### src/hw/rtl/assert_macros.svh
// assertion macros shared by the silence detector rtl
// expects clk, and rst for ASD_ASSERT, in the scope of each use
`ifndef ASSERT_MACROS_SVH
`define ASSERT_MACROS_SVH

// checked on every rising edge outside reset
`define ASD_ASSERT(lbl, prop, msg) \
  lbl: assert property (@(posedge clk) disable iff (rst) (prop)) else $error(msg);

// checked on every rising edge, reset included
`define ASD_ASSERT_ALWAYS(lbl, prop, msg) \
  lbl: assert property (@(posedge clk) (prop)) else $error(msg);

`endif

### src/hw/rtl/asd_pkg.sv
// types and constants of the audio silence timeout detector
// no dependencies; used by every rtl module of the block
package asd_pkg;

  // field and register widths
  localparam int SMP_W  = 16;
  localparam int TMO_W  = 13;
  localparam int BPS_W  = 21;
  localparam int THR_W  = 15;
  localparam int SB_W   = 32;
  localparam int TGT_W  = 33;
  localparam int DATA_W = 32;
  localparam int ADDR_W = 4;

  // a block is loud when loud_count is nonzero and loud_count >= floor(4n/100) = floor(n/25)
  localparam int LOUD_DIV = 100 / 4;

  // register reset values; threshold is 1% of full scale
  localparam logic [TMO_W-1:0] TMO_RST = TMO_W'(20);
  localparam logic [BPS_W-1:0] BPS_RST = BPS_W'(176400);
  localparam logic [THR_W-1:0] THR_RST = THR_W'(32767 * 1 / 100);

  // register map, one 32-bit word per register
  typedef enum logic [1:0] {
    REG_TIMEOUT   = 2'd0,
    REG_BPS       = 2'd1,
    REG_THRESHOLD = 2'd2
  } reg_idx_t;

  typedef struct packed {
    logic signed [SMP_W-1:0] sample;
    logic                    block_end;
  } sample_word_t;

  typedef struct packed {
    logic silence_reached;
    logic block_loud;
  } result_word_t;

  // settings seen by the datapath
  typedef struct packed {
    logic             tmo_neg;
    logic [THR_W-1:0] threshold;
    logic [TGT_W-1:0] target;
  } cfg_t;

  // state of the word held in the input register
  typedef struct packed {
    logic valid;
    logic last;
    logic loud;
  } blk_t;

endpackage

### src/hw/rtl/asd_cfg.sv
// apb register file and silence target product
// depends on asd_pkg
module asd_cfg (
  input  logic                        clk,
  input  logic                        rst,
  input  logic                        psel,
  input  logic                        penable,
  input  logic                        pwrite,
  input  logic [asd_pkg::ADDR_W-1:0]  paddr,
  input  logic [asd_pkg::DATA_W-1:0]  pwdata,
  output logic [asd_pkg::DATA_W-1:0]  prdata,
  output logic                        pready,
  output asd_pkg::cfg_t               cfg
);

  logic [asd_pkg::TMO_W-1:0] timeout;
  logic [asd_pkg::BPS_W-1:0] bps;
  logic [asd_pkg::THR_W-1:0] threshold;
  logic [asd_pkg::TGT_W-1:0] target;
  logic [asd_pkg::TGT_W-1:0] target_next;
  asd_pkg::reg_idx_t         idx;
  logic                      wr;

  assign pready = 1'b1;
  assign wr     = psel && penable && pwrite;
  assign idx    = asd_pkg::reg_idx_t'(paddr[asd_pkg::ADDR_W-1:2]);

  // register writes
  always_ff @(posedge clk) begin
    if (rst) begin
      timeout   <= asd_pkg::TMO_RST;
      bps       <= asd_pkg::BPS_RST;
      threshold <= asd_pkg::THR_RST;
    end else if (wr) begin
      case (idx)
        asd_pkg::REG_TIMEOUT:   timeout   <= pwdata[asd_pkg::TMO_W-1:0];
        asd_pkg::REG_BPS:       bps       <= pwdata[asd_pkg::BPS_W-1:0];
        asd_pkg::REG_THRESHOLD: threshold <= pwdata[asd_pkg::THR_W-1:0];
        default: ;
      endcase
    end
  end

  // byte target = timeout * byte rate (zero for a negative timeout), registered after the multiplier
  assign target_next = timeout[asd_pkg::TMO_W-1] ? '0 :
      asd_pkg::TGT_W'(timeout[asd_pkg::TMO_W-2:0]) * asd_pkg::TGT_W'(bps);

  always_ff @(posedge clk) begin
    if (rst) begin
      target <= asd_pkg::TGT_W'(asd_pkg::TMO_RST) * asd_pkg::TGT_W'(asd_pkg::BPS_RST);
    end else begin
      target <= target_next;
    end
  end

  // read back
  always_comb begin
    case (idx)
      asd_pkg::REG_TIMEOUT:   prdata = asd_pkg::DATA_W'(timeout);
      asd_pkg::REG_BPS:       prdata = asd_pkg::DATA_W'(bps);
      asd_pkg::REG_THRESHOLD: prdata = asd_pkg::DATA_W'(threshold);
      default:                prdata = '0;
    endcase
  end

  assign cfg.tmo_neg   = timeout[asd_pkg::TMO_W-1];
  assign cfg.threshold = threshold;
  assign cfg.target    = target;

endmodule

### src/hw/rtl/asd_blk.sv
// input register and per-block sample and loud counters
// depends on asd_pkg and assert_macros.svh
`include "assert_macros.svh"

module asd_blk #(
  parameter  int MAX_BLOCK_SAMPLES = 8192,
  localparam int CNT_W = $clog2(MAX_BLOCK_SAMPLES + 1)
) (
  input  logic                        clk,
  input  logic                        rst,
  input  logic                        sample_valid,
  output logic                        sample_stall,
  input  asd_pkg::sample_word_t       sample_item,
  input  logic [asd_pkg::THR_W-1:0]   threshold,
  input  logic                        adv,
  output asd_pkg::blk_t               blk,
  output logic [CNT_W-1:0]            n
);

  localparam int MW = CNT_W + 6;
  localparam logic [CNT_W-1:0] MAX_CNT = CNT_W'(MAX_BLOCK_SAMPLES);

  logic                    s_valid;
  asd_pkg::sample_word_t   s_word;
  logic [CNT_W-1:0]        bs;
  logic [CNT_W-1:0]        lc;
  logic [CNT_W-1:0]        bs_next;
  logic [CNT_W-1:0]        lc_next;
  logic [asd_pkg::SMP_W:0] ext;
  logic [asd_pkg::SMP_W:0] mag;
  logic                    hot;
  logic                    loud;

  // input register; a new word enters when it is empty or as the held one moves on
  assign sample_stall = s_valid && !adv;

  always_ff @(posedge clk) begin
    if (rst) begin
      s_valid <= 1'b0;
    end else if (sample_valid && !sample_stall) begin
      s_valid <= 1'b1;
    end else if (adv) begin
      s_valid <= 1'b0;
    end
  end

  always_ff @(posedge clk) begin
    if (sample_valid && !sample_stall) begin
      s_word <= sample_item;
    end
  end

  // magnitude; the most negative sample maps to 32768
  assign ext = {s_word.sample[asd_pkg::SMP_W-1], s_word.sample};
  assign mag = s_word.sample[asd_pkg::SMP_W-1] ? (~ext + 1'b1) : ext;
  assign hot = mag >= {2'b00, threshold};

  // saturating counters including the held word
  assign bs_next = (bs < MAX_CNT) ? bs + CNT_W'(1) : bs;
  assign lc_next = (hot && lc < MAX_CNT) ? lc + CNT_W'(1) : lc;

  // loud >= floor(n/25) is the same as 25 * (loud + 1) > n
  assign loud = (lc_next != '0) &&
      ((MW'(lc_next) + MW'(1)) * MW'(asd_pkg::LOUD_DIV) > MW'(bs_next));

  always_ff @(posedge clk) begin
    if (rst) begin
      bs <= '0;
      lc <= '0;
    end else if (adv) begin
      if (s_word.block_end) begin
        bs <= '0;
        lc <= '0;
      end else begin
        bs <= bs_next;
        lc <= lc_next;
      end
    end
  end

  assign blk.valid = s_valid;
  assign blk.last  = s_word.block_end;
  assign blk.loud  = loud;
  assign n         = bs_next;

  `ASD_ASSERT(a_lc_le_bs, lc <= bs, "loud count exceeds block sample count")
  `ASD_ASSERT_ALWAYS(a_rst_clears, rst |=> (bs == '0 && lc == '0 && !s_valid), "reset left state")

endmodule

### src/hw/rtl/asd_sil.sv
// silence byte counter, timeout compare and result register
// depends on asd_pkg and assert_macros.svh
`include "assert_macros.svh"

module asd_sil #(
  parameter int CNT_W = 14
) (
  input  logic                   clk,
  input  logic                   rst,
  input  asd_pkg::blk_t          blk,
  input  logic [CNT_W-1:0]       n,
  input  asd_pkg::cfg_t          cfg,
  output logic                   adv,
  output logic                   result_valid,
  input  logic                   result_stall,
  output asd_pkg::result_word_t  result_item
);

  logic [asd_pkg::SB_W-1:0] silent_bytes;
  logic [asd_pkg::SB_W:0]   sum;
  logic [asd_pkg::SB_W-1:0] sat;
  logic                     hit;
  logic                     fire;

  // the held word moves on unless it ends a block and the result slot is blocked
  assign adv  = blk.valid && (!blk.last || !result_valid || !result_stall);
  assign fire = adv && blk.last;

  // quiet block adds 2n bytes, saturating at all ones
  assign sum = {1'b0, silent_bytes} + (asd_pkg::SB_W + 1)'({n, 1'b0});
  assign sat = sum[asd_pkg::SB_W] ? '1 : sum[asd_pkg::SB_W-1:0];
  assign hit = {1'b0, sat} >= cfg.target;

  always_ff @(posedge clk) begin
    if (rst) begin
      silent_bytes <= '0;
      result_valid <= 1'b0;
    end else begin
      if (fire) begin
        result_valid <= 1'b1;
      end else if (!result_stall) begin
        result_valid <= 1'b0;
      end
      // counter is frozen while detection is disabled
      if (fire && !cfg.tmo_neg) begin
        if (blk.loud || hit) begin
          silent_bytes <= '0;
        end else begin
          silent_bytes <= sat;
        end
      end
    end
  end

  // result word
  always_ff @(posedge clk) begin
    if (fire) begin
      result_item.silence_reached <= !cfg.tmo_neg && !blk.loud && hit;
      result_item.block_loud      <= !cfg.tmo_neg && blk.loud;
    end
  end

  `ASD_ASSERT(a_excl, result_valid |-> !(result_item.silence_reached && result_item.block_loud), "silence and loud reported together")
  `ASD_ASSERT(a_clear, (result_valid && result_item.silence_reached) |-> (silent_bytes == '0), "silence reported but counter not cleared")
  `ASD_ASSERT(a_fire, fire |=> result_valid, "block end produced no result word")

endmodule

### src/hw/rtl/audio_silence_timeout_detector_top.sv
// the input register feeds the result register; a block-end word's result is held there
// throughput: one sample word per cycle unless a block-end word waits on result_stall
// a configuration write applies to the held word; the byte target passes its own register
// reset (rst, synchronous): registers return to 20 s, 176400 B/s, threshold 327;
// silence counter and block counters clear, no word is held
module audio_silence_timeout_detector_top #(
  parameter int MAX_BLOCK_SAMPLES = 8192
) (
  input  logic                        clk,
  input  logic                        rst,
  input  logic                        psel,
  input  logic                        penable,
  input  logic                        pwrite,
  input  logic [asd_pkg::ADDR_W-1:0]  paddr,
  input  logic [asd_pkg::DATA_W-1:0]  pwdata,
  output logic [asd_pkg::DATA_W-1:0]  prdata,
  output logic                        pready,
  input  logic                        sample_valid,
  output logic                        sample_stall,
  input  asd_pkg::sample_word_t       sample_item,
  output logic                        result_valid,
  input  logic                        result_stall,
  output asd_pkg::result_word_t       result_item
);

  localparam int CNT_W = $clog2(MAX_BLOCK_SAMPLES + 1);

  asd_pkg::cfg_t    cfg;
  asd_pkg::blk_t    blk;
  logic [CNT_W-1:0] n;
  logic             adv;

  // configuration registers
  asd_cfg u_cfg (
    .clk     (clk),
    .rst     (rst),
    .psel    (psel),
    .penable (penable),
    .pwrite  (pwrite),
    .paddr   (paddr),
    .pwdata  (pwdata),
    .prdata  (prdata),
    .pready  (pready),
    .cfg     (cfg)
  );

  // input register and block counters
  asd_blk #(
    .MAX_BLOCK_SAMPLES (MAX_BLOCK_SAMPLES)
  ) u_blk (
    .clk          (clk),
    .rst          (rst),
    .sample_valid (sample_valid),
    .sample_stall (sample_stall),
    .sample_item  (sample_item),
    .threshold    (cfg.threshold),
    .adv          (adv),
    .blk          (blk),
    .n            (n)
  );

  // silence accounting and result register
  asd_sil #(
    .CNT_W (CNT_W)
  ) u_sil (
    .clk          (clk),
    .rst          (rst),
    .blk          (blk),
    .n            (n),
    .cfg          (cfg),
    .adv          (adv),
    .result_valid (result_valid),
    .result_stall (result_stall),
    .result_item  (result_item)
  );

endmodule
### config.mk
export PLATFORM = sky130hd
export DESIGN_NAME = audio_silence_timeout_detector_top
export DESIGN_NICKNAME = d
export VERILOG_FILES = /design/src/hw/rtl/asd_pkg.sv /design/src/hw/rtl/asd_cfg.sv /design/src/hw/rtl/asd_blk.sv /design/src/hw/rtl/asd_sil.sv /design/src/hw/rtl/audio_silence_timeout_detector_top.sv
export VERILOG_INCLUDE_DIRS = /design/src /design/src/hw/rtl
export SDC_FILE = /design/constraint.sdc
export NUM_CORES = 1
export LEC_CHECK = 0
export ABC_AREA = 1
export BUFFER_PORTS_ARGS = -buffer_cell sky130_fd_sc_hd__buf_2
export CORE_MARGIN = 2
export CORE_UTILIZATION = 40
export CTS_CLUSTER_DIAMETER = 60
export CTS_CLUSTER_SIZE = 10
export DETAILED_ROUTE_END_ITERATION = 7
export SYNTH_ARGS = -nofsm -noshare
export SYNTH_HDL_FRONTEND = slang
export SYNTH_HIERARCHICAL = 1
export SYNTH_SLANG_ARGS = --single-unit
export TNS_END_PERCENT = 20
### constraint.sdc
create_clock -name clk -period 13.9 [get_ports clk]
set_input_delay 2.085 -clock clk [delete_from_list [all_inputs] [get_ports clk]]
set_output_delay 2.085 -clock clk [all_outputs]
set_load 0.02 [all_outputs]
==> impl_metrics.env, run 1 <==
export IMPL_drive_above_1_share_pct=6.98
export IMPL_wl_mm=52.3
export IMPL_slew_headroom_pct=26.3
export IMPL_cap_violations=0
export IMPL_seq_area_frac_synth_pct=16.4
export IMPL_setup_violations=0
export IMPL_utilization_pct=43.0
export IMPL_chipHeight_um=234
export IMPL_antenna_found_initial=0
export IMPL_setup_slack_ns=4.81
export IMPL_core_area_um2=52300
export IMPL_async_reset_ff_share_pct=0
export IMPL_port_buffers=71
export IMPL_leakage_nw=12.4
export IMPL_pin_count=97
export IMPL_required_ns=14.28
export IMPL_gp_congestion=0.858
export IMPL_slew_violations=0
export IMPL_drt_initial_drc_count=1020
export IMPL_insertion_delay_ns=0.46
export IMPL_syn2layout_area_growth_pct=6.48
export IMPL_synth_edf_count=19
export IMPL_fin_hold_ws_ns=0.468
export IMPL_worst_ep_arrival_time_ns=9.47
export IMPL_clockBufferDepth=2
export IMPL_max_stage_delay_ns=0.50
export IMPL_startpoint_type="flop"
export IMPL_hpwl_mm=42.6
export IMPL_rows=84
export IMPL_layout_nets=3556
export IMPL_fmax_ghz=0.110
export IMPL_cts_hold_buf=0
export IMPL_synth_area_um2=21100
export IMPL_cts_root_buf="clkbuf_16"
export IMPL_rsz0062_at_grt="false"
export IMPL_grt_pass1_vias=17700
export IMPL_outcome="finished clean"
export IMPL_routedWlPerCell_um=13.8
export IMPL_grt_ovfl_total=0
export IMPL_synth_flop_cell="dfxtp_1"
export IMPL_worstSetupPathType="flop to flop"
export IMPL_pre_cts_ws_ns=4.75
export IMPL_avgSynthCellArea_um2=6.84
export IMPL_start_util_pct=40.3
export IMPL_diodes=0
export IMPL_vias_per_cell=4.76
export IMPL_firstDrtPassIters=5
export IMPL_slowest_stage="fa_1"
export IMPL_cts_sinks=163
export IMPL_synth_common_cells="nand2_1, inv_1, nor2_1"
export IMPL_fin_setup_tns_ns=0
export IMPL_yosys_warnings=6
export IMPL_num_vias=18100
export IMPL_hold_violations=0
export IMPL_grt_pass1_wl_mm=88.2
export IMPL_grt_max_degree=50
export IMPL_peakVddDrop_mv=0.0891
export IMPL_hold_path_class="flop to flop"
export IMPL_synth_most_common_cell="nand2_1"
export IMPL_synth_area_leader_cell="fa_1"
export IMPL_cts_tree="yes"
export IMPL_skew_ns=0.0136
export IMPL_drtAntennaViolNets=0
export IMPL_drc_errors=0
export IMPL_cts_htree_levels=4
export IMPL_r2r_cells=52
export IMPL_post_cts_setup_buffer_count=0
export IMPL_cpMostUsedCell="nand2_1"
export IMPL_ys_ff_latch=163
export IMPL_endpoint_kind="flop"
export IMPL_power_density_nw_per_um2=71.1
export IMPL_period_share_pct=65.4
export IMPL_synth_cell_types=53
export IMPL_die_width_um=234
export IMPL_yosys_top_cells_area="fa_1, nand2_1, dfxtp_1"
export IMPL_tritoncts_num_buffers=17
export IMPL_dieArea_um2=54600
export IMPL_ctsResizeCount=0
export IMPL_crit_fanout=32
export IMPL_period_needed_ns=9.09
export IMPL_hold_depth=2
export IMPL_track_usage_pct=20.1
export IMPL_synthCells=3087
export IMPL_path_clk_slew_ns=0.07
export IMPL_worst_pin_slew_ns=1.10
export IMPL_synth_top_area_share_pct=19.0
==> path summary, 6_finish.rpt <==
check	start	endpoint	slack, ns
worst max-delay path	u_blk/ext[1]$_DFFE_PP_	u_sil/silent_bytes[30]$_SDFFE_PP0P_	4.81
worst min-delay path	u_blk/bs[11]$_SDFFE_PP0P_	u_blk/bs[11]$_SDFFE_PP0P_	0.47
worst min register to register	u_blk/bs[11]$_SDFFE_PP0P_	u_blk/bs[11]$_SDFFE_PP0P_	0.47
worst max register to register	u_blk/ext[1]$_DFFE_PP_	u_sil/silent_bytes[30]$_SDFFE_PP0P_	4.81
==> registers in the layout, summed over array words and instances, names as in the netlist <==
signal	flops
u_cfg/timeout	13
u_blk/blk	1
u_blk/bs	14
u_cfg/bps	21
u_sil/result_item	2
u_blk/lc	14
u_blk/s_valid	1
u_sil/silent_bytes	32
u_sil/result_valid	1
u_blk/ext	16
u_cfg/target	33
u_cfg/threshold	15
==> placed cells by master, fill, tap and decap left out, types with 10 or more instances in the layout <==
| master | count |
|---|---|
| xnor2_1 | 20 |
| inv_2 | 18 |
| conb_1 | 12 |
| nand2_4 | 13 |
| inv_1 | 663 |
| nand2_1 | 910 |
| nand2_2 | 18 |
| nand4_1 | 25 |
| nand3_1 | 143 |
| clkbuf_16 | 17 |
| xor2_1 | 50 |
| fa_1 | 200 |
| a21oi_1 | 142 |
| o21ai_0 | 59 |
| nor2_2 | 10 |
| buf_4 | 12 |
| nor3_1 | 26 |
| dfxtp_1 | 144 |
| buf_2 | 71 |
| edfxtp_1 | 19 |
| nor2_1 | 213 |
| ha_1 | 201 |
==> cell type report <==
class,instances,area (um^2)
fillers,5571,29900
clock buffers,17,425
clock inverters,14,119
inverters,684,2580
well taps,688,861
flip-flops and latches,163,3450
repair buffers,83,445
multi-input cells,2146,14600
==> per-layer routing <==
layer | global-route usage (%) | wire, um | share of wire [%] | vias to the layer above
li1 | - | - | - | 9285
met1 | 27.2 | 24900 | 48 | 8417
met2 | 34.7 | 24800 | 47 | 313
met3 | 1.51 | 1820 | 3.5 | 35
met4 | 5.00 | 761 | 1.5 | 0
met5 | 0 | 0 | 0 | -
==> power by group <==
part | total [mW] | switching [mW] | internal [mW] | leakage, nW
combinational | 0.628 | 0.401 | 0.226 | 10.8
sequential | 0.514 | 0.0192 | 0.495 | 1.35
clock | 0.456 | 0.223 | 0.233 | 0.269
==> cell families after synthesis <==
| family | after synthesis | share of synthesized area, % |
|---|---|---|
| and+or+nand+nor | 1411 | 28.6 |
| adders and majority gates | 401 | 30.9 |
| buffers and inverters | 788 | 14.7 |
| other | 2 | 0.0356 |
| DFF | 163 | 16.4 |
| AOI/OAI and AO/OA | 251 | 6.54 |
| xor gates and xnor gates | 71 | 2.98 |
==> worst max-delay path, delay by kind of cell (launching register included) <==
kind | cells | cell delay (ns)
AND/OR/NAND/NOR | 30 | 3.98
buffers and inverters | 6 | 0.47
adder cells (fa/ha/maj) | 7 | 2.06
XOR/XNOR | 3 | 0.90
AO/OA/AOI/OAI | 6 | 1.14
flip-flops | 1 | 0.44
==> stage by stage <==
step	std cells	total power, mW	instance area [um^2]
5_1_grt	3795	1.73	22500
2_1_floorplan	3097	1.01	21200
6_report	3795	1.60	22500
4_1_cts	3795	1.62	22500
3_3_place_gp	3764	1.15	21900
3_5_place_dp	3764	1.15	21900
(Power assumes the default switching activity.)
==> run 2, diff against run 1 <==
Settings changed: ABC_AREA 1 to 0.
Clock period 13.9 ns to 7.3 ns, I/O delays scaled along.
==> impl_metrics.env, run 2 <==
export IMPL_endpoint_kind="flop"
export IMPL_largest_reg_flops=33
export IMPL_cts_sinks=163
export IMPL_required_ns=7.69
export IMPL_synth_common_cells="nand2_1, inv_1, ha_1"
export IMPL_cts_root_buf="clkbuf_16"
export IMPL_synthCells=2384
export IMPL_synth_cell_types=92
export IMPL_violations="negative setup slack"
export IMPL_setup_violations=34
export IMPL_tritoncts_num_buffers=17
export IMPL_place_area_um2=21400
export IMPL_pin_count=97
export IMPL_slowest_stage="or4_4"
export IMPL_final_cell_area_um2=22300
export IMPL_wl_mm=50.5
export IMPL_hpwl_mm=39.9
export IMPL_regMostFlops="u_cfg/target"
export IMPL_layout_nets=2971
export IMPL_layout_commonest_cell="nand2_1"
export IMPL_firstDrtPassIters=7
export IMPL_rsz0062_at_grt="true"
export IMPL_cap_violations=0
export IMPL_period_share_pct=121
export IMPL_drc_errors=0
export IMPL_worst_pin_slew_ns=1.27
export IMPL_yosys_top_cells_area="fa_1, dfxtp_1, ha_1"
export IMPL_diodes=0
export IMPL_seq_area_frac_synth_pct=17.6
export IMPL_synth_area_leader_cell="fa_1"
export IMPL_skew_ns=0.0103
export IMPL_cts_htree_levels=4
export IMPL_vias_per_cell=5.26
export IMPL_slew_violations=0
export IMPL_chipHeight_um=225
export IMPL_syn2layout_area_growth_pct=13.6
export IMPL_track_usage_pct=20.4
export IMPL_dieArea_um2=50800
export IMPL_most_common_layout_cells="nand2_1, inv_1, fa_1"
export IMPL_rows=81
export IMPL_synthAdderAreaFrac_pct=33.3
export IMPL_utilization_pct=45.8
export IMPL_cpMostUsedCell="buf_4"
export IMPL_synth_simple_area_share_pct=19.6
export IMPL_power_density_nw_per_um2=107
export IMPL_cts_hold_buf=0
export IMPL_slew_headroom_pct=14.9
export IMPL_ys_ff_latch=163
export IMPL_avgSynthCellArea_um2=8.22
export IMPL_core_area_um2=48600
export IMPL_synthXorXnorAreaFrac_pct=5.33
export IMPL_yosys_warnings=6
export IMPL_drt_initial_drc_count=1003
export IMPL_fmax_ghz=0.113
export IMPL_p_total_mw=2.39
export IMPL_drive_above_1_share_pct=14.1
export IMPL_path_clk_slew_ns=0.07
export IMPL_setup_slack_ns=-1.52
export IMPL_synth_top_area_share_pct=20.4
export IMPL_insertion_delay_ns=0.45
export IMPL_startpoint_type="flop"
export IMPL_synth_compound_area_share_pct=13.5
export IMPL_worst_ep_arrival_time_ns=9.20
export IMPL_synth_edf_count=19
export IMPL_start_util_pct=40.3
export IMPL_num_vias=16500
export IMPL_grt_pass1_wl_mm=84.6
export IMPL_grt_pass1_vias=16900
export IMPL_peakVddDrop_mv=0.118
export IMPL_antenna_found_initial=0
export IMPL_max_stage_delay_ns=0.55
export IMPL_port_buffers=71
export IMPL_period_needed_ns=8.82
export IMPL_drtAntennaViolNets=0
export IMPL_worstSetupPathType="flop to flop"
export IMPL_synth_flop_cell="dfxtp_1"
export IMPL_synth_top_family_by_area="adder cells"
export IMPL_gp_congestion=0.855
export IMPL_top_regs="u_cfg/target: 33 flops, u_sil/silent_bytes: 32 flops, u_cfg/bps: 21 flops"
export IMPL_cts_tree="yes"
export IMPL_crit_fanout=11
export IMPL_grt_max_degree=74
export IMPL_synth_mux_area_share_pct=1.09
export IMPL_hold_path_class="flop to flop"
export IMPL_synth_area_um2=19600
export IMPL_die_width_um=225
export IMPL_clockBufferDepth=2
export IMPL_async_reset_ff_share_pct=0
export IMPL_routedWlPerCell_um=16.0
export IMPL_synth_most_common_cell="nand2_1"
export IMPL_leakage_nw=10.6
export IMPL_grt_ovfl_total=0
export IMPL_hold_violations=0
export IMPL_outcome="finished with violations"
==> run 2: cell count changes after synthesis, moves of 17 or more <==
cell	delta
mux2i_1	+19
inv_1	-322
nand2_1	-515
o21ai_0	+19
clkbuf_1	+21
a21o_1	+18
xnor2_1	+42
nand2_2	-17
and2_1	+94
nand3_1	-111
inv_2	-18
nor2_1	-103
a22oi_1	+29
==> run 2: final cells by class <==
class / count / area (um^2)
clock buffers: 20 / 457
inverters: 343 / 1290
flip-flops and latches: 163 / 3450
fillers: 4845 / 26400
multi-input cells: 1760 / 14600
repair buffers: 225 / 1550
well taps: 622 / 778
clock inverters: 12 / 110
==> run 2: power by group <==
part | switching, mW | internal [mW]
Clock | 0.421 | 0.466
Combinational | 0.319 | 0.226
Sequential | 0.0281 | 0.931
==> run 2: routing by layer <==
layer	global-route usage [%]	wire length [um]	vias to the layer above
li1	-	-	8004
met3	2.14	1870	50
met2	34.8	24400	360
met4	6.11	870	0
met1	27.4	23400	8116
met5	0	0	-
==> run 2: final timing paths <==
| path | from | endpoint | slack (ns) | cells past startpoint |
|---|---|---|---|---|
| setup / recovery | u_blk/ext[5]$_DFFE_PP_ | u_sil/silent_bytes[20]$_SDFFE_PP0P_ | -1.52 | 48 |
| hold / removal | u_sil/silent_bytes[1]$_SDFFE_PP0P_ | u_sil/silent_bytes[1]$_SDFFE_PP0P_ | 0.48 | 2 |
| setup reg to reg | u_blk/ext[5]$_DFFE_PP_ | u_sil/silent_bytes[20]$_SDFFE_PP0P_ | -1.52 | 48 |
| hold reg to reg | u_sil/silent_bytes[1]$_SDFFE_PP0P_ | u_sil/silent_bytes[1]$_SDFFE_PP0P_ | 0.48 | 2 |
==> run 2: through the flow <==
| step | std cells | worst slack (ns) | TNS [ns] | hold WS (ns) |
|---|---|---|---|---|
| after floorplan | 2394 | -1.53 | -49.62 | 0.436 |
| after global placement | 3103 | -1.96 | -62.46 | 0.460 |
| after detailed placement | 3103 | -2.25 | -72.59 | 0.468 |
| after CTS | 3144 | -1.63 | -51.96 | 0.481 |
| after global routing | 3145 | -2.08 | -67.89 | 0.507 |
| final | 3145 | -1.52 | -49.46 | 0.479 |
==> run 2: timing repair <==
item / in CTS / in global routing
setup endpoints to repair: 34 / 34
pin swaps: 39 / 10
resized for setup: 40 / 13
gates cloned: 1 / 0
buffers inserted: 8 / 1
hold endpoints to repair: 0 / 0
==> run 2: worst max-delay path, delay by kind of cell, from the launching register on <==
family / cells / cell delay [ns]
adder cells (fa/ha/maj): 7 / 2.02
AND/OR/NAND/NOR: 14 / 2.78
XOR/XNOR: 3 / 0.37
buffers and inverters: 9 / 1.05
AO/OA/AOI/OAI: 15 / 2.07
flip-flops: 1 / 0.39
==> run 2: cells by family after synthesis <==
| family | Yosys count |
|---|---|
| XOR/XNOR | 112 |
| AND/OR/NAND/NOR | 809 |
| multiplexers | 21 |
| other | 2 |
| flip-flops | 163 |
| adder cells (fa/ha/maj) | 401 |
| buffers and inverters | 471 |
| AO/OA/AOI/OAI | 405 |
